[config.mk]
export PLATFORM = sky130hd
export DESIGN_NAME = afc_mac
export DESIGN_NICKNAME = d
export VERILOG_FILES = /design/src/rtl/afc_pkg.sv /design/src/rtl/afc_mac.sv
export SDC_FILE = /design/constraint.sdc
export NUM_CORES = 2
export LEC_CHECK = 0
export ABC_CLOCK_PERIOD_IN_PS = 22300
export CORE_ASPECT_RATIO = 0.8
export CORE_UTILIZATION = 55
export CTS_BUF_LIST = sky130_fd_sc_hd__clkbuf_4 sky130_fd_sc_hd__clkbuf_8
export CTS_CLUSTER_DIAMETER = 30
export CTS_CLUSTER_SIZE = 10
export DETAILED_ROUTE_END_ITERATION = 6
export DONT_BUFFER_PORTS = 1
export PLACE_DENSITY = 0.7
export REMOVE_ABC_BUFFERS = 1
export SLEW_MARGIN = 0
export SYNTH_ARGS = -nofsm -noshare
export SYNTH_HDL_FRONTEND = slang
export SYNTH_SLANG_ARGS = --single-unit
[constraint.sdc]
create_clock -name clk -period 22.3 [get_ports clk]
set_clock_uncertainty 0.15 [all_clocks]
set_input_delay 0 -clock clk [delete_from_list [all_inputs] [get_ports clk]]
set_output_delay 0 -clock clk [all_outputs]
set_load 0.01 [all_outputs]
[src/rtl/afc_pkg.sv]
// Shared types, constants and arithmetic helpers for the 2-D affine transform composer.
// No dependencies; every other file of the block imports this package.
package afc_pkg;

  // Number format: signed Q16.16 words.
  localparam int WORD_BITS    = 32;
  localparam int FRAC_BITS    = 16;
  // Angle and CORDIC working format: 30 fraction bits.
  localparam int ANG_FRAC     = 30;
  localparam int ANG_W        = 40;
  localparam int CXY_W        = 34;
  localparam int CORDIC_STEPS = 16;
  localparam int ENTRIES      = 9;

  typedef logic signed [WORD_BITS-1:0] word_t;
  typedef logic signed [ANG_W-1:0]     ang_t;
  typedef logic signed [CXY_W-1:0]     cxy_t;

  localparam word_t WORD_MAX = {1'b0, {(WORD_BITS-1){1'b1}}};
  localparam word_t WORD_MIN = {1'b1, {(WORD_BITS-1){1'b0}}};
  localparam word_t WORD_ONE = word_t'(64'sd1 <<< FRAC_BITS);

  localparam ang_t ANG_FULL    = ang_t'(64'sd360 <<< FRAC_BITS);
  localparam ang_t ANG_HALF    = ang_t'(64'sd180 <<< FRAC_BITS);
  localparam ang_t ANG_QUARTER = ang_t'(64'sd90 <<< FRAC_BITS);

  // Largest multiple of a full turn used by the range reduction, as a power of two.
  localparam logic [2:0] REDUCE_TOP = 3'd7;
  localparam logic [3:0] LAST_STEP  = 4'(CORDIC_STEPS - 1);
  localparam cxy_t CORDIC_GAIN      = cxy_t'(64'sd652032874);

  // Index of the last product in one dot product.
  localparam logic [1:0] LAST_TERM  = 2'd2;
  localparam logic [1:0] LAST_ROW   = 2'd2;
  localparam logic [3:0] LAST_ENTRY = 4'(ENTRIES - 1);

  typedef enum logic [1:0] {
    OP_IDENTITY  = 2'd0,
    OP_TRANSLATE = 2'd1,
    OP_ROTATE    = 2'd2,
    OP_SCALE     = 2'd3
  } op_t;

  typedef enum logic [1:0] {
    S_IDLE,
    S_ANGLE,
    S_MAC,
    S_DONE
  } seq_state_t;

  typedef enum logic [2:0] {
    C_IDLE,
    C_REDUCE,
    C_FOLD,
    C_ROTATE,
    C_CONVERT
  } cor_state_t;

  // One product request to the shared multiply-accumulate unit.
  typedef struct packed {
    logic       vld;
    logic [1:0] k;
    logic [3:0] dst;
    word_t      a;
    word_t      b;
  } mac_issue_t;

  // One finished matrix entry from the multiply-accumulate unit.
  typedef struct packed {
    logic       vld;
    logic [3:0] dst;
    word_t      value;
  } mac_res_t;

  // Arctangent of 2^-idx in degrees, 30 fraction bits.
  function automatic ang_t atan_deg(input logic [3:0] idx);
    ang_t v;
    case (idx)
      4'd0:    v = ang_t'(64'sd48318382080);
      4'd1:    v = ang_t'(64'sd28524006506);
      4'd2:    v = ang_t'(64'sd15071301663);
      4'd3:    v = ang_t'(64'sd7650428051);
      4'd4:    v = ang_t'(64'sd3840059795);
      4'd5:    v = ang_t'(64'sd1921901881);
      4'd6:    v = ang_t'(64'sd961185453);
      4'd7:    v = ang_t'(64'sd480622056);
      4'd8:    v = ang_t'(64'sd240314695);
      4'd9:    v = ang_t'(64'sd120157806);
      4'd10:   v = ang_t'(64'sd60078960);
      4'd11:   v = ang_t'(64'sd30039487);
      4'd12:   v = ang_t'(64'sd15019745);
      4'd13:   v = ang_t'(64'sd7509872);
      4'd14:   v = ang_t'(64'sd3754936);
      4'd15:   v = ang_t'(64'sd1877468);
      default: v = '0;
    endcase
    return v;
  endfunction

  // Full turn times 2^idx, for the compare-and-subtract reduction.
  function automatic ang_t reduce_step(input logic [2:0] idx);
    return ANG_FULL <<< idx;
  endfunction

  // Saturating word addition: the two top bits of the widened sum differ on overflow.
  function automatic word_t sat_add(input word_t a, input word_t b);
    logic signed [WORD_BITS:0] s;
    s = {a[WORD_BITS-1], a} + {b[WORD_BITS-1], b};
    if (s[WORD_BITS] != s[WORD_BITS-1]) return s[WORD_BITS] ? WORD_MIN : WORD_MAX;
    return s[WORD_BITS-1:0];
  endfunction

  // Saturating negation.
  function automatic word_t sat_neg(input word_t a);
    if (a == WORD_MIN) return WORD_MAX;
    return -a;
  endfunction

  // Q30 CORDIC output to a word: round half up, then saturate.
  function automatic word_t q30_to_word(input cxy_t v);
    cxy_t t;
    t = (v + (cxy_t'(1) <<< (ANG_FRAC - FRAC_BITS - 1))) >>> (ANG_FRAC - FRAC_BITS);
    if (t > cxy_t'(WORD_MAX)) return WORD_MAX;
    if (t < cxy_t'(WORD_MIN)) return WORD_MIN;
    return t[WORD_BITS-1:0];
  endfunction

endpackage

[src/rtl/afc_mac.sv]
// Shared multiply-accumulate unit: one Q16.16 product per beat, rounded and
// saturated, summed with saturation over three terms. Depends on afc_pkg.
module afc_mac
  import afc_pkg::*;
(
  input  logic       clk,
  input  logic       rst_n,
  input  mac_issue_t issue,
  output mac_res_t   result
);

  localparam int PROD_W = 2 * WORD_BITS;
  localparam int Q_W    = PROD_W - FRAC_BITS;

  logic [WORD_BITS-1:0] mag_a, mag_b;
  logic [PROD_W-1:0]    prod;

  logic                 p_vld_r;
  logic                 p_neg_r;
  logic [1:0]           p_k_r;
  logic [3:0]           p_dst_r;
  logic [PROD_W-1:0]    p_prod_r;

  logic [PROD_W-1:0]    rnd;
  logic [Q_W-1:0]       q, lim, qs;
  word_t                term;

  logic                 t_vld_r;
  logic [1:0]           t_k_r;
  logic [3:0]           t_dst_r;
  word_t                t_val_r;

  word_t                acc_r, acc_nxt;
  mac_res_t             res_r;

  // Magnitudes and the unsigned product.
  always_comb begin
    mag_a = issue.a[WORD_BITS-1] ? WORD_BITS'(-issue.a) : WORD_BITS'(issue.a);
    mag_b = issue.b[WORD_BITS-1] ? WORD_BITS'(-issue.b) : WORD_BITS'(issue.b);
    prod  = {{WORD_BITS{1'b0}}, mag_a} * {{WORD_BITS{1'b0}}, mag_b};
  end

  // Product stage.
  always_ff @(posedge clk) begin
    if (!rst_n) begin
      p_vld_r <= 1'b0;
    end else begin
      p_vld_r <= issue.vld;
    end
    p_neg_r  <= issue.a[WORD_BITS-1] ^ issue.b[WORD_BITS-1];
    p_k_r    <= issue.k;
    p_dst_r  <= issue.dst;
    p_prod_r <= prod;
  end

  // Round the magnitude half away from zero, saturate, reapply the sign.
  always_comb begin
    rnd  = p_prod_r + (PROD_W'(1) << (FRAC_BITS - 1));
    q    = rnd[PROD_W-1:FRAC_BITS];
    lim  = Q_W'(WORD_MAX) + Q_W'(p_neg_r);
    qs   = (q > lim) ? lim : q;
    term = p_neg_r ? -word_t'(qs[WORD_BITS-1:0]) : word_t'(qs[WORD_BITS-1:0]);
  end

  // Term stage.
  always_ff @(posedge clk) begin
    if (!rst_n) begin
      t_vld_r <= 1'b0;
    end else begin
      t_vld_r <= p_vld_r;
    end
    t_k_r   <= p_k_r;
    t_dst_r <= p_dst_r;
    t_val_r <= term;
  end

  // Saturating accumulation; the first term of a dot product restarts the sum.
  always_comb begin
    acc_nxt = (t_k_r == 2'd0) ? t_val_r : sat_add(acc_r, t_val_r);
  end

  // Accumulator and result register; a result is flagged on the last term.
  always_ff @(posedge clk) begin
    if (!rst_n) begin
      res_r.vld <= 1'b0;
    end else begin
      res_r.vld <= t_vld_r && (t_k_r == LAST_TERM);
    end
    if (t_vld_r) acc_r <= acc_nxt;
    res_r.dst   <= t_dst_r;
    res_r.value <= acc_nxt;
  end

  assign result = res_r;

endmodule

Yosys cells after proc, flatten, opt, wreduce, memory -nomap -nowiden
Index checks and enable logic that the tools add are counted.
{"block": "totals", "regBits": 180, "latch_bits": 0, "mem_bits_rw": 0, "rom_bits": 0, "in_bits": 73, "out_inout_bits": 37, "mem_count": 0}
{"block": "op_classes", "n_addsub": 6, "n_mul": 1, "div_mod_pow": 0, "n_lt_le_gt_ge": 1, "n_eq_ne": 2, "n_shift": 0, "muxes": 9, "n_bitwise": 1, "reduce_logical": 2}
{"operator": "2-to-1 mux 32 bit", "count": 8}
{"operator": "negator 32 bit", "count": 3}
{"operator": "adder 64 x 16 -> 64 bit (second input constant)", "count": 1}
{"operator": "multiplier 32 x 32 -> 64 bit", "count": 1}
{"operator": "> comparator 48 x 32 -> 1 bit", "count": 1}
{"operator": "adder 32 x 32 -> 33 bit", "count": 1}
{"operator": "adder 31 x 1 -> 32 bit (first input constant)", "count": 1}
{"operator": "== test 2 bit (second input constant)", "count": 1}
{"operator": "logical NOT 2 bit", "count": 1}
{"operator": "logical AND 1 bit", "count": 1}
{"operator": "2-to-1 mux 1 bit", "count": 1}
{"operator": "inequality test 1 bit", "count": 1}
{"operator": "bitwise XOR 1 bit", "count": 1}

Longest topological paths before layout
{"block": "depth", "ltp_word": 5, "depth_mapped": 37, "ltp_nobuf": 35}

Worst setup path after synthesis
No wires, ideal clock.
{"block": "synth_timing", "kind": "input to register", "startpoint": "in issue[40] (netlist bit)", "endpoint": "reg p_prod_r[63]", "arrival_ps": 9946, "t_required_ps": 22025, "slack_ps": 12079, "cell_stages": 35, "n_path_buf": 1, "path_cell_list": "or4_4 -> or3_4 -> or4_4 -> nor2_2 -> nand2_1 -> or3_4 -> or3_4 -> o31ai_4 -> xnor2_1 -> clkbuf_1 -> nand2_1 -> fa_1 -> inv_1 -> fa_1 -> inv_1 -> fa_1 -> fa_1 -> inv_1 -> fa_1 -> fa_1 -> fa_1 -> inv_1 -> fa_1 -> inv_1 -> ha_1 -> nand4_1 -> nor4_1 -> o21ai_0 -> a2111oi_0 -> nor4_1 -> a211oi_1 -> a211o_1 -> a21oi_1 -> o31ai_1 -> xnor2_1"}
{"block": "synth_between", "elab_chain_len": 3}
{"element": "from (decl)", "line": "afc_mac.sv:8", "text": "input mac_issue_t issue,"}
{"element": "negator 32 bit", "line": "afc_mac.sv:38", "text": "mag_a = issue.a[WORD_BITS-1] ? WORD_BITS'(-issue.a) : WORD_BITS'(issue.a);"}
{"element": "2-to-1 mux 32 bit *", "line": "afc_mac.sv:38"}
{"element": "multiplier 32 x 32 -> 64 bit *", "line": "afc_mac.sv:40", "text": "prod = {{WORD_BITS{1'b0}}, mag_a} * {{WORD_BITS{1'b0}}, mag_b};"}
{"element": "named net prod[63]", "line": "afc_mac.sv:16", "text": "logic [PROD_W-1:0] prod;"}
{"element": "to (signal assigned)", "line": "afc_mac.sv:53", "text": "p_prod_r <= prod;"}
{"element": "to (decl)", "line": "afc_mac.sv:22", "text": "logic [PROD_W-1:0] p_prod_r;"}
The timed path passes the listed nets; every way through them passes the cells marked *.
A chain may end at the register's enable or synchronous reset.

Worst setup path in the final report
Same ends and word-level chain as after synthesis.

==> results.sh <==
export IMPL_worst_slack_ns=10.65
export IMPL_synthCells=4700
export IMPL_hold_ws_ns=0.0620
export IMPL_cap_viol_max_count=2
export IMPL_tightest_slew_ns=1.60
export IMPL_slew_limit_headroom_pct=-7.73
export IMPL_cp_end_kind="flip-flop"
export IMPL_seq_area_um2=3620
export IMPL_post_place_ws_ns=10.30
export IMPL_required_ns=22.52
export IMPL_ys_seq_elements=165
export IMPL_worstHoldStart="issue[70]"
export IMPL_hold_path_class="input port to flip-flop"
export IMPL_grt_max_degree=76
export IMPL_setup_tns_final_ns=0
export IMPL_worstSetupStartpoint="issue[40]"
export IMPL_max_freq_ghz=0.0858
export IMPL_crit_type="input port to flip-flop"
export IMPL_cts_buffers=17
export IMPL_crit_fanout=11
export IMPL_coreArea_um2=73900
export IMPL_die_h_um=247
export IMPL_grt_pass1_vias=33183
export IMPL_portBuffers=0
export IMPL_path_common_cell="fa_1"
export IMPL_route_detailed_drc=0
export IMPL_die_area_um2=76100
export IMPL_mostFrequentLayoutCell="inv_1"
export IMPL_syn_area_per_cell_um2=8.78
export IMPL_mostFrequentLayoutCells="942 x inv_1, 896 x fa_1, 624 x nor2_1"
export IMPL_clock_root_buffer="clkbuf_8"
export IMPL_post_cts_buffers=0
export IMPL_synth_edf_count=32
export IMPL_nFillCells=6556
export IMPL_cts_resized=0
export IMPL_status="finished with violations"
export IMPL_cts_sinks=165
export IMPL_place_gp_congestion=1.04
export IMPL_overflow=0
export IMPL_setup_viol=0
export IMPL_grt_pass1_wl_um=200000
export IMPL_drt_total_wl_um=134000
export IMPL_post_dp_hpwl_um=105000
export IMPL_start_util_pct=55.8
export IMPL_syn_area_um2=41300
export IMPL_cts_tree="done"
export IMPL_yosysUniqueCellTypes=79
export IMPL_antenna_found_initial=5
export IMPL_dr_pass1_iters=7
export IMPL_drive_gt1_share_pct=4.93
export IMPL_nets=5953
export IMPL_vias_per_cell=5.83
export IMPL_insertion_delay_ns=0.49
export IMPL_rsz0062_at_grt="no"
export IMPL_ctsHoldBuffers=16
export IMPL_io_pin_count=110
export IMPL_wire_per_inst_um=23.5
export IMPL_grt_usage_pct=35.8
export IMPL_period_share_pct=52.3
export IMPL_multi_input_area_um2=33800
export IMPL_slowest_stage="xor2_1"
export IMPL_fp_dieW_um=308
export IMPL_synth_seq_area_share_pct=8.78
export IMPL_violations="capacitance limit, slew limit"
export IMPL_path_clk_slew_ns=0.09
export IMPL_final_max_slew_viol_count=5
export IMPL_start_kind="input port"
export IMPL_rows=89
export IMPL_first_iter_violations=3644
export IMPL_via_count=33064
export IMPL_cts_path_max_buffers=2
export IMPL_period_minus_slack_ns=11.65
export IMPL_worstPathArrival_ns=11.87
export IMPL_antenna_left=0
export IMPL_hold_viol_final=0
export IMPL_htreeDepth=4
export IMPL_ys_warnings_count=0
export IMPL_slowest_delay_ns=0.86
export IMPL_area_delta_synth_final_pct=5.64
export IMPL_fin_util_pct=59.0
export IMPL_async_flop_share_pct=0
export IMPL_ys_flop_type="dfxtp_1"
export IMPL_r2r_start="p_prod_r[23]"
[cell type report]
class	instances	share of cell area, %
antenna	1	0.00574
clock buffer	18	0.554
clock inverter	14	0.339
inverter	942	8.11
multi-input combinational	3402	77.5
sequential	165	8.32
tap	1001	2.87
timing repair buffer	128	2.30
[logic make-up after synthesis]
group,synth area share [%]
buffers and inverters,10.4
muxes,0.324
and+or+nand+nor,15.4
AOI/OAI and AO/OA,6.75
DFF,8.78
adders and majority gates,53.4
xor gates and xnor gates,4.92
[worst max-delay path: cells and delay by family]
kind / cells / cell delay [ns]
AO/OA/AOI/OAI: 7 / 2.41
adder cells (fa/ha/maj): 9 / 4.53
XOR/XNOR: 2 / 0.97
AND/OR/NAND/NOR: 10 / 3.54
buffers and inverters: 5 / 0.40
[path summary, 6_finish.rpt]
kind                                endpoint  slack, ns  cells after the start
worst max-delay path            p_prod_r[63]      10.65                     33
worst min-delay path                 p_vld_r       0.06                      2
worst max register to register   t_val_r[30]      14.91                     23
worst min register to register      t_k_r[1]       0.18                      0
[synthesized netlist by cell type, types with 8 or more instances]
library cell | n | share of area (%)
a2bb2oi_1 | 8 | 0.17
nand2_1 | 588 | 5.3
nor4_1 | 18 | 0.27
a21oi_1 | 124 | 1.5
fa_1 | 896 | 43
o31a_1 | 8 | 0.17
o31ai_1 | 20 | 0.36
nor2_1 | 625 | 5.7
buf_2 | 9 | 0.11
mux2i_1 | 10 | 0.24
nand4_1 | 37 | 0.56
nor2_2 | 11 | 0.17
clkbuf_1 | 179 | 1.6
and4_1 | 9 | 0.19
dfxtp_1 | 133 | 6.5
a31oi_1 | 15 | 0.23
xor2_1 | 95 | 2.0
or2_2 | 10 | 0.15
nand3_1 | 43 | 0.52
a21o_1 | 60 | 1.1
o21a_1 | 10 | 0.18
o21bai_1 | 10 | 0.18
edfxtp_1 | 32 | 2.3
nand2b_1 | 14 | 0.21
and3_1 | 22 | 0.33
or3_1 | 19 | 0.29
ha_1 | 328 | 9.9
xnor2_1 | 133 | 2.8
nor2b_1 | 13 | 0.20
inv_1 | 942 | 8.6
a211oi_1 | 12 | 0.22
o21ai_0 | 104 | 1.3
nor3_1 | 33 | 0.40
and2_1 | 25 | 0.38
[metrics by stage]
| step | instances | area [µm²] |
|---|---|---|
| after CTS | 5670 | 43600 |
| after floorplan | 4509 | 40500 |
| after detailed placement | 5622 | 43000 |
| final | 5671 | 43600 |
| after global routing | 5670 | 43600 |
| after global placement | 5622 | 43000 |
[registers in the layout (all words and copies together), names as in the netlist]
name	cells
p_prod_r	49
t_k_r	2
t_dst_r	4
p_neg_r	1
acc_r	32
t_vld_r	1
result	37
p_k_r	2
t_val_r	32
p_vld_r	1
p_dst_r	4
[routing by layer]
| layer | track usage [%] | part of all wire (%) | routed length (µm) | up-vias |
|---|---|---|---|---|
| li1 | - | - | - | 14208 |
| met1 | 47.9 | 39 | 51900 | 16141 |
| met2 | 48.0 | 39 | 51500 | 2276 |
| met3 | 18.1 | 17 | 23100 | 415 |
| met4 | 14.3 | 4.8 | 6380 | 24 |
| met5 | 6.33 | 0.53 | 712 | - |
Power is left out: the tool's default activity adds up to more than one toggle a clock period on the data nets, which glitch-free logic cannot reach.
