**config.mk**
```make
export PLATFORM = sky130hd
export DESIGN_NAME = afc_cordic
export DESIGN_NICKNAME = d
export VERILOG_FILES = /design/src/rtl/afc_pkg.sv /design/src/rtl/afc_cordic.sv
export SDC_FILE = /design/constraint.sdc
export NUM_CORES = 1
export LEC_CHECK = 0
export ABC_CLOCK_PERIOD_IN_PS = 8500
export BUFFER_PORTS_ARGS = -buffer_cell sky130_fd_sc_hd__buf_2
export CORE_UTILIZATION = 40
export DETAILED_ROUTE_END_ITERATION = 8
export SYNTH_ARGS = -nofsm -noshare
export SYNTH_HDL_FRONTEND = slang
export SYNTH_SLANG_ARGS = --single-unit
```
**constraint.sdc**
```tcl
create_clock -name clk -period 8.5 [get_ports clk]
set_input_delay 0.85 -clock clk [delete_from_list [all_inputs] [get_ports clk]]
set_output_delay 0.85 -clock clk [all_outputs]
set_load 0.01 [all_outputs]
```
**src/rtl/afc_pkg.sv**
```systemverilog
// Shared types, constants and arithmetic helpers for the 2-D affine transform composer.
// No dependencies; every other file of the block imports this package.
package afc_pkg;

  // Number format: signed Q16.16 words.
  localparam int WORD_BITS    = 32;
  localparam int FRAC_BITS    = 16;
  // Angle and CORDIC working format: 30 fraction bits.
  localparam int ANG_FRAC     = 30;
  localparam int ANG_W        = 40;
  localparam int CXY_W        = 34;
  localparam int CORDIC_STEPS = 16;
  localparam int ENTRIES      = 9;

  typedef logic signed [WORD_BITS-1:0] word_t;
  typedef logic signed [ANG_W-1:0]     ang_t;
  typedef logic signed [CXY_W-1:0]     cxy_t;

  localparam word_t WORD_MAX = {1'b0, {(WORD_BITS-1){1'b1}}};
  localparam word_t WORD_MIN = {1'b1, {(WORD_BITS-1){1'b0}}};
  localparam word_t WORD_ONE = word_t'(64'sd1 <<< FRAC_BITS);

  localparam ang_t ANG_FULL    = ang_t'(64'sd360 <<< FRAC_BITS);
  localparam ang_t ANG_HALF    = ang_t'(64'sd180 <<< FRAC_BITS);
  localparam ang_t ANG_QUARTER = ang_t'(64'sd90 <<< FRAC_BITS);

  // Largest multiple of a full turn used by the range reduction, as a power of two.
  localparam logic [2:0] REDUCE_TOP = 3'd7;
  localparam logic [3:0] LAST_STEP  = 4'(CORDIC_STEPS - 1);
  localparam cxy_t CORDIC_GAIN      = cxy_t'(64'sd652032874);

  // Index of the last product in one dot product.
  localparam logic [1:0] LAST_TERM  = 2'd2;
  localparam logic [1:0] LAST_ROW   = 2'd2;
  localparam logic [3:0] LAST_ENTRY = 4'(ENTRIES - 1);

  typedef enum logic [1:0] {
    OP_IDENTITY  = 2'd0,
    OP_TRANSLATE = 2'd1,
    OP_ROTATE    = 2'd2,
    OP_SCALE     = 2'd3
  } op_t;

  typedef enum logic [1:0] {
    S_IDLE,
    S_ANGLE,
    S_MAC,
    S_DONE
  } seq_state_t;

  typedef enum logic [2:0] {
    C_IDLE,
    C_REDUCE,
    C_FOLD,
    C_ROTATE,
    C_CONVERT
  } cor_state_t;

  // One product request to the shared multiply-accumulate unit.
  typedef struct packed {
    logic       vld;
    logic [1:0] k;
    logic [3:0] dst;
    word_t      a;
    word_t      b;
  } mac_issue_t;

  // One finished matrix entry from the multiply-accumulate unit.
  typedef struct packed {
    logic       vld;
    logic [3:0] dst;
    word_t      value;
  } mac_res_t;

  // Arctangent of 2^-idx in degrees, 30 fraction bits.
  function automatic ang_t atan_deg(input logic [3:0] idx);
    ang_t v;
    case (idx)
      4'd0:    v = ang_t'(64'sd48318382080);
      4'd1:    v = ang_t'(64'sd28524006506);
      4'd2:    v = ang_t'(64'sd15071301663);
      4'd3:    v = ang_t'(64'sd7650428051);
      4'd4:    v = ang_t'(64'sd3840059795);
      4'd5:    v = ang_t'(64'sd1921901881);
      4'd6:    v = ang_t'(64'sd961185453);
      4'd7:    v = ang_t'(64'sd480622056);
      4'd8:    v = ang_t'(64'sd240314695);
      4'd9:    v = ang_t'(64'sd120157806);
      4'd10:   v = ang_t'(64'sd60078960);
      4'd11:   v = ang_t'(64'sd30039487);
      4'd12:   v = ang_t'(64'sd15019745);
      4'd13:   v = ang_t'(64'sd7509872);
      4'd14:   v = ang_t'(64'sd3754936);
      4'd15:   v = ang_t'(64'sd1877468);
      default: v = '0;
    endcase
    return v;
  endfunction

  // Full turn times 2^idx, for the compare-and-subtract reduction.
  function automatic ang_t reduce_step(input logic [2:0] idx);
    return ANG_FULL <<< idx;
  endfunction

  // Saturating word addition: the two top bits of the widened sum differ on overflow.
  function automatic word_t sat_add(input word_t a, input word_t b);
    logic signed [WORD_BITS:0] s;
    s = {a[WORD_BITS-1], a} + {b[WORD_BITS-1], b};
    if (s[WORD_BITS] != s[WORD_BITS-1]) return s[WORD_BITS] ? WORD_MIN : WORD_MAX;
    return s[WORD_BITS-1:0];
  endfunction

  // Saturating negation.
  function automatic word_t sat_neg(input word_t a);
    if (a == WORD_MIN) return WORD_MAX;
    return -a;
  endfunction

  // Q30 CORDIC output to a word: round half up, then saturate.
  function automatic word_t q30_to_word(input cxy_t v);
    cxy_t t;
    t = (v + (cxy_t'(1) <<< (ANG_FRAC - FRAC_BITS - 1))) >>> (ANG_FRAC - FRAC_BITS);
    if (t > cxy_t'(WORD_MAX)) return WORD_MAX;
    if (t < cxy_t'(WORD_MIN)) return WORD_MIN;
    return t[WORD_BITS-1:0];
  endfunction

endpackage

```
**src/rtl/afc_cordic.sv**
```systemverilog
// Iterative sine/cosine unit: angle reduction by compare-and-subtract, then a
// rotation-mode CORDIC with one shift-add step per cycle. Depends on afc_pkg.
module afc_cordic
  import afc_pkg::*;
(
  input  logic  clk,
  input  logic  rst_n,
  input  logic  start,
  input  word_t angle,
  output logic  done,
  output word_t cos_val,
  output word_t sin_val
);

  cor_state_t state_r, state_nxt;
  logic [3:0] cnt_r;
  ang_t       z_r;
  cxy_t       x_r, y_r;
  logic       flip_r;
  logic       done_r;
  word_t      cos_r, sin_r;

  ang_t       red_step;
  ang_t       fold1, fold2;
  logic       fold_flip;
  cxy_t       xs, ys;
  ang_t       atan_v;
  cxy_t       xf, yf;

  // State register.
  always_ff @(posedge clk) begin
    if (!rst_n) begin
      state_r <= C_IDLE;
    end else begin
      state_r <= state_nxt;
    end
  end

  // Next state.
  always_comb begin
    state_nxt = state_r;
    case (state_r)
      C_IDLE:    if (start) state_nxt = C_REDUCE;
      C_REDUCE:  if (cnt_r == 4'd0) state_nxt = C_FOLD;
      C_FOLD:    state_nxt = C_ROTATE;
      C_ROTATE:  if (cnt_r == LAST_STEP) state_nxt = C_CONVERT;
      C_CONVERT: state_nxt = C_IDLE;
      default:   state_nxt = C_IDLE;
    endcase
  end

  // Shared shift-add datapath terms.
  always_comb begin
    red_step = reduce_step(cnt_r[2:0]);
    // Fold into (-180, 180], then into [-90, 90]; a half-turn fold flips both outputs.
    fold1 = (z_r > ANG_HALF) ? z_r - ANG_FULL : z_r;
    fold2 = fold1;
    fold_flip = 1'b0;
    if (fold1 > ANG_QUARTER) begin
      fold2 = fold1 - ANG_HALF;
      fold_flip = 1'b1;
    end else if (fold1 < -ANG_QUARTER) begin
      fold2 = fold1 + ANG_HALF;
      fold_flip = 1'b1;
    end
    xs = x_r >>> cnt_r;
    ys = y_r >>> cnt_r;
    atan_v = atan_deg(cnt_r);
    xf = flip_r ? -x_r : x_r;
    yf = flip_r ? -y_r : y_r;
  end

  // Datapath registers.
  always_ff @(posedge clk) begin
    case (state_r)
      C_IDLE: begin
        if (start) begin
          // Bias negative angles by a large multiple of a full turn.
          z_r   <= ang_t'(angle) + (angle[WORD_BITS-1] ? reduce_step(REDUCE_TOP) : ang_t'(0));
          cnt_r <= {1'b0, REDUCE_TOP};
        end
      end
      C_REDUCE: begin
        if (z_r >= red_step) z_r <= z_r - red_step;
        cnt_r <= cnt_r - 4'd1;
      end
      C_FOLD: begin
        z_r    <= fold2 <<< (ANG_FRAC - FRAC_BITS);
        flip_r <= fold_flip;
        x_r    <= CORDIC_GAIN;
        y_r    <= '0;
        cnt_r  <= 4'd0;
      end
      C_ROTATE: begin
        // A zero residual counts as positive.
        if (!z_r[ANG_W-1]) begin
          x_r <= x_r - ys;
          y_r <= y_r + xs;
          z_r <= z_r - atan_v;
        end else begin
          x_r <= x_r + ys;
          y_r <= y_r - xs;
          z_r <= z_r + atan_v;
        end
        cnt_r <= cnt_r + 4'd1;
      end
      C_CONVERT: begin
        cos_r <= q30_to_word(xf);
        sin_r <= q30_to_word(yf);
      end
      default: ;
    endcase
  end

  // Completion pulse.
  always_ff @(posedge clk) begin
    if (!rst_n) begin
      done_r <= 1'b0;
    end else begin
      done_r <= (state_r == C_CONVERT);
    end
  end

  assign done    = done_r;
  assign cos_val = cos_r;
  assign sin_val = sin_r;

endmodule

```
== After elaboration in Yosys (flattened, before gate mapping) ==
Memory sizes are Yosys's and may differ from the RTL's. A register that Yosys moved wholly into a read port is not among the register bits.
Cells that the tools add are included.
Word-level totals
  bits in registers: 181
  latch bits: 0
  RAM bits: 0
  memory bits (read-only): 576
  logic and storage cells: 94
  memories: 1
Memories
  (name not given): depth 16, width 36, read ports 1, clocked after Yosys merged registers in 1, write ports 0, RTL line afc_pkg.sv:78  | case (idx)
Operators by class
  $add $sub $neg: 17
  $mul: 0
  divide/modulo/power cells: 0
  $lt $le $gt $ge: 8
  equal/unequal tests: 9
  shifts and indexed selects: 3
  muxes and demuxes: 40
  bitwise logic cells: 0
  reduce and logical (&&, ||, !) cells: 7
Operators by type and width (count)
  32-bit two-way mux: 9
  40-bit two-way mux: 4
  40-bit case mux with 4 select lines: 1
  34-bit two-way mux: 4
  34-bit case mux with 2 select lines: 2
  40-bit subtractor: 2
  34-bit by 15-bit adder with 34-bit output (second input constant): 2
  34-bit adder: 2
  34-bit negation: 2
  34-bit by 4-bit >>> shifter with 34-bit output: 2
  34-bit subtractor: 2
  20-bit by 32-bit > comparator with 1-bit output (second input constant): 2
  20-bit by 32-bit less-than comparator with 1-bit output (second input constant): 2
  26-bit two-way mux: 2
  40-bit adder: 1
  40-bit greater-or-equal comparator: 1
  40-bit by 24-bit > comparator with 1-bit output (second input constant): 1
  40-bit by 25-bit > comparator with 1-bit output (second input constant): 1
  40-bit by 24-bit less-than comparator with 1-bit output (second input constant): 1
  26-bit by 3-bit <<< shifter with 40-bit output (first input constant): 1
  40-bit by 26-bit subtractor with 40-bit output (second input constant): 1
  32-bit by 33-bit adder with 34-bit output: 1
  26-bit by 25-bit adder with 26-bit output (second input constant): 1
  26-bit by 25-bit subtractor with 26-bit output (second input constant): 1
  18 further kinds: 36

== Longest topological paths before layout ==
  depth after elaboration: 10
  gate-level depth with buffers: 27
  depth with buffers taken out: 23

== Least setup slack after synthesis ==
Ideal clock, no wire load.
  path type: reg2reg
  start: register cnt_r[2]
  end: register z_r[0] (enable)
  setup time: 0.438 ns
  data arrival time: 5.631 ns
  data required time: 8.062 ns
  setup slack: 2.431 ns
  stages on the path, launching flop included: 19
  buffers on the path: 7
  period minus slack after synthesis: 6.069 ns
  cell sequence: edfxtp_1 -> clkbuf_1 -> buf_1 -> buf_6 -> buf_6 -> buf_6 -> clkbuf_1 -> buf_1 -> mux2i_1 -> ha_1 -> nand3_1 -> a21oi_1 -> o31ai_1 -> o2111ai_1 -> a21o_1 -> a2111o_1 -> nor4_1 -> o21a_1 -> nor2_1
Between the ends
  cells in the longest elaborated chain, start to end: 4
RTL lines
  start, declared: RTL line afc_cordic.sv:16  | logic [3:0] cnt_r;
  start signal, assigned: RTL line afc_cordic.sv:80  | cnt_r <= {1'b0, REDUCE_TOP};
  start signal, assigned: RTL line afc_cordic.sv:85  | cnt_r <= cnt_r - 4'd1;
  start signal, assigned: RTL line afc_cordic.sv:105  | cnt_r <= cnt_r + 4'd1;
  26-bit by 3-bit <<< shifter with 40-bit output: RTL line afc_pkg.sv:102  | return ANG_FULL <<< idx;
  40-bit greater-or-equal comparator: RTL line afc_cordic.sv:84  | if (z_r >= red_step) z_r <= z_r - red_step;
  2-bit inequality test (no source line)
  3-bit AND reduction (no source line)
  end signal, assigned: RTL line afc_cordic.sv:79  | z_r <= ang_t'(angle) + (angle[WORD_BITS-1] ? reduce_step(REDUCE_TOP) : ang_t'(0));
  end signal, assigned: RTL line afc_cordic.sv:84
  end signal, assigned: RTL line afc_cordic.sv:88  | z_r <= fold2 <<< (ANG_FRAC - FRAC_BITS);
  end, declared: RTL line afc_cordic.sv:17  | ang_t z_r;
No other way between the ends.
A chain may end at the register's enable or synchronous reset.

== Worst setup path in the final report ==
  start: register cnt_r[0]
  end: register x_r[33] (data pin)
Between the ends
  cells in the longest elaborated chain, start to end: 4
  elaborated cells between the ends (all ways): 5
  classes of those cells: 2 x add/sub; 1 x shift; 2 x mux
RTL lines
  34-bit by 4-bit >>> shifter with 34-bit output (*): RTL line afc_cordic.sv:67  | ys = y_r >>> cnt_r;
  34-bit subtractor or 34-bit adder (tied branches): RTL line afc_cordic.sv:97, afc_cordic.sv:101
  34-bit two-way mux (*): RTL line afc_cordic.sv:96  | if (!z_r[ANG_W-1]) begin
  34-bit case mux with 2 select lines (*): RTL line afc_cordic.sv:75  | case (state_r)
  end signal, assigned: RTL line afc_cordic.sv:97  | x_r <= x_r - ys;
  end signal, assigned: RTL line afc_cordic.sv:101  | x_r <= x_r + ys;
  end, declared: RTL line afc_cordic.sv:18  | cxy_t x_r, y_r;
Mark *: on every way between the ends. The rest lies on a longest branch, timed or not.

==> results.txt <==
status - completed
top_reg_cell synth - edfxtp_1
drt pass-1 iters - 5
Die H - 238 um
CORE AREA - 0.0552 sq mm
routed vias/inst - 6.00
Sink Count - 195
row count - 86
crit path time final - 6.93 ns
HP Start - rst_n
Crit Path Category - flop to flop
number of failing hold endpoints at the final stage - 0
Cell Int Power - 2.88 mW
critical path launch point type - flop
CTS resizes - 0
Max Slew Vio Count - 0
Remaining Overflow, GRT - 0
Critical Path AT - 7.16 ns
Max FO, Critical Path - 40
clock-pin slew on the worst setup and hold paths - 0.07 ns
mean area per synthesized cell - 8.81 sq um
CP Launch Point - cnt_r[0]
final core utilization - 42.7%
switching pwr - 2.33 mW
post-detailed-route count of antenna-violating nets - 0
DRC - 0
total die area - 0.0568 sq mm
Flop pwr share - 24.9%
final setup margin - 1.57 ns
largest net degree at the start of global routing - 71
Post-Place Setup Slack - 1.59 ns
dpl hpwl - 50.1 mm
RSZ-0062 raised after global routing - false
Cell variety after synth - 98
clock skew - 0.0170 ns
Final setup viols - 0
Max VDD drop - 178 uV
number of global-route vias before repair - 18,600
CTS tree - done
Clock power frac - 15.9%
nets - 2,699
CP Data Required Time - 8.73 ns
placed cell count - 3,240
Mapped Nets - 2,726
leakage power - 8.94 nW
Avg WL per Cell - 19.9 um
n_diodes - 0
layout cell share with drive strength beyond 1 - 10.5%
async set or reset register ratio after synthesis - 0%
final worst-path cycle share - 81.5%
pwr/cell area - 221 mW/mm^2
Finished Layout Cells - 3,272
routability cong. - 0.939
highest clock rate - 144 MHz
wire length of the first global-routing pass - 103 mm
worst-margin pin slew - 1.15 ns
Area contributors post-synth - edfxtp_1, ha_1, xnor2_1
cell taking the most area after synthesis - edfxtp_1
Syn Inst Count - 2,538
drt initial violations - 1,480
CTS buffer count - 17
# Max-Cap Violations - 0
Post-CTS Hold Buffers - 0
Ports - 100
I/O Buffers - 99
worst skew pair latency - 0.50 ns
Slew HR - 23.1%
Tot GR Track Use - 22.9%
Reg-to-Reg Start - cnt_r[0]
Synth Register Bits - 195
yosys warns - 0
Post-CTS Setup Inserts - 0
Sw Ratio - 44.7%
HP Class - input port to flop
initial antenna violation count - 0
setup TNS - 0 ns
Logic pwr share - 59.1%
area share of the largest cell type after synthesis - 20.8%
H-tree depth - 4
chip width - 238 um
Cell Area, Synth - 0.0224 sq mm
EDFF count, synth - 155
vias post-DR - 19,600
kind of end point of the critical path - flop
Seq/Total Area, Yosys - 24.4%
initial core utilization - 40.5%
Max Buffers Root-to-Sink - 2
routed wire length - 65.2 mm
CTS root buf - clkbuf_16
Area Overhead vs Synth - 5.56%
-- metrics by stage --
stage	cell area (sq um)	hold WS, ns	power (mW)
2_1_floorplan	22400	0.559	3.73
3_3_place_gp	23000	0.707	4.31
3_5_place_dp	23000	0.717	4.35
4_1_cts	23600	0.593	5.21
5_1_grt	23600	0.633	5.60
6_report	23600	0.625	5.22
-- synthesized netlist by cell type (all sizes together), types with 8 or more instances --
cell     number
a2111oi      10
a211oi       32
a21o         57
a21oi       210
a22oi        12
a31oi        34
and2         22
and3         24
and4         10
buf          75
clkbuf       95
dfxtp        40
edfxtp      155
ha          149
inv          92
mux2         17
mux2i        54
mux4         91
nand2       189
nand2b       22
nand3        41
nand3b        8
nand4        26
nor2        261
nor2b        21
nor3         70
nor3b        12
nor4         27
o211ai       22
o21a         22
o21ai       141
o21bai       22
o221ai        8
o22ai        12
o31ai        16
o41ai         8
or2          11
or3          29
xnor2       169
xor2        118
-- final timing paths --
path | endpoint | slack (ns) | cells after the start
worst min-delay path | done | 0.62 | 2
worst max register to register | x_r[33] | 1.57 | 21
worst max-delay path | x_r[33] | 1.57 | 21
worst min register to register | done | 0.71 | 2
-- critical path, cell delays in order, from the launching register on --
cell	delay [ns]
edfxtp_1	1.05
buf_12	0.36
buf_4	0.30
mux4_1	0.65
mux4_2	0.54
nor4_2	0.38
nor3b_2	0.37
and4_1	0.38
a31oi_1	0.13
xor2_1	0.17
ha_1	0.36
a21o_1	0.21
a21oi_1	0.15
nor2b_1	0.07
nor2_1	0.19
nand2_1	0.08
o31ai_1	0.36
a31oi_1	0.24
a31oi_1	0.29
o21ai_0	0.15
xnor2_1	0.16
nor2_1	0.05
-- power by group through the flow --
| stage | Clock [mW] | Sequential, mW | Combinational (mW) |
|---|---|---|---|
| floorplan | 0 | 1.22 | 2.50 |
| global route | 0.883 | 1.31 | 3.41 |
| global placement | 0 | 1.32 | 2.99 |
| detailed placement | 0 | 1.32 | 3.03 |
| finish | 0.831 | 1.30 | 3.08 |
| CTS | 0.857 | 1.30 | 3.05 |
-- logic make-up after synthesis --
kind of cell             count (synthesis)  share of synthesized area (%)
flip-flops                             195                           24.4
buffers and inverters                  267                           6.06
multiplexers                           162                           13.0
AO/OA/AOI/OAI                          681                           19.4
AND/OR/NAND/NOR                        792                           17.2
XOR/XNOR                               287                           11.2
adder cells (fa/ha/maj)                154                           8.74
-- cells in the final DEF, fill, tap and decap left out, types with 23 or more instances in the layout --
cell        n
mux2i_1    54
xor2_1    118
buf_2      99
a211oi_1   32
dfxtp_1    40
nor4_1     25
and3_1     23
a31oi_1    34
edfxtp_1  155
nand4_1    26
buf_4      25
a21o_1     56
o21ai_0   139
mux4_1     30
xnor2_1   169
nor2_1    259
or3_1      29
mux4_2     60
inv_1      89
nand2_1   189
nor3_1     67
a21oi_1   208
ha_1      149
nand3_1    40
-- layout make-up --
type | instances | area (sq um)
fill | 5494 | 31600
multi-input combinational | 2076 | 15600
sequential | 195 | 5460
tap | 748 | 936
timing repair buffer | 125 | 703
clock buffer | 19 | 433
inverter | 96 | 362
clock inverter | 13 | 131
-- flip-flops by register name (all words and copies together) (netlist names) --
signal / count
y_r: 34
cos_val: 21
sin_val: 21
cnt_r: 4
state_r: 3
flip_r: 1
z_r: 40
atan_v: 36
x_r: 34
done: 1
-- per-layer routing --
metal  up-vias  share of wire [%]  track usage [%]  wire (um)
li1       9394                  -                -          -
met1      9507                 42             27.7      27300
met2       627                 50             41.0      32700
met3       116                4.7             2.72       3050
met4         0                3.2             9.48       2060
met5         -                  0                0          0
Power figures use the tool's default switching activity.
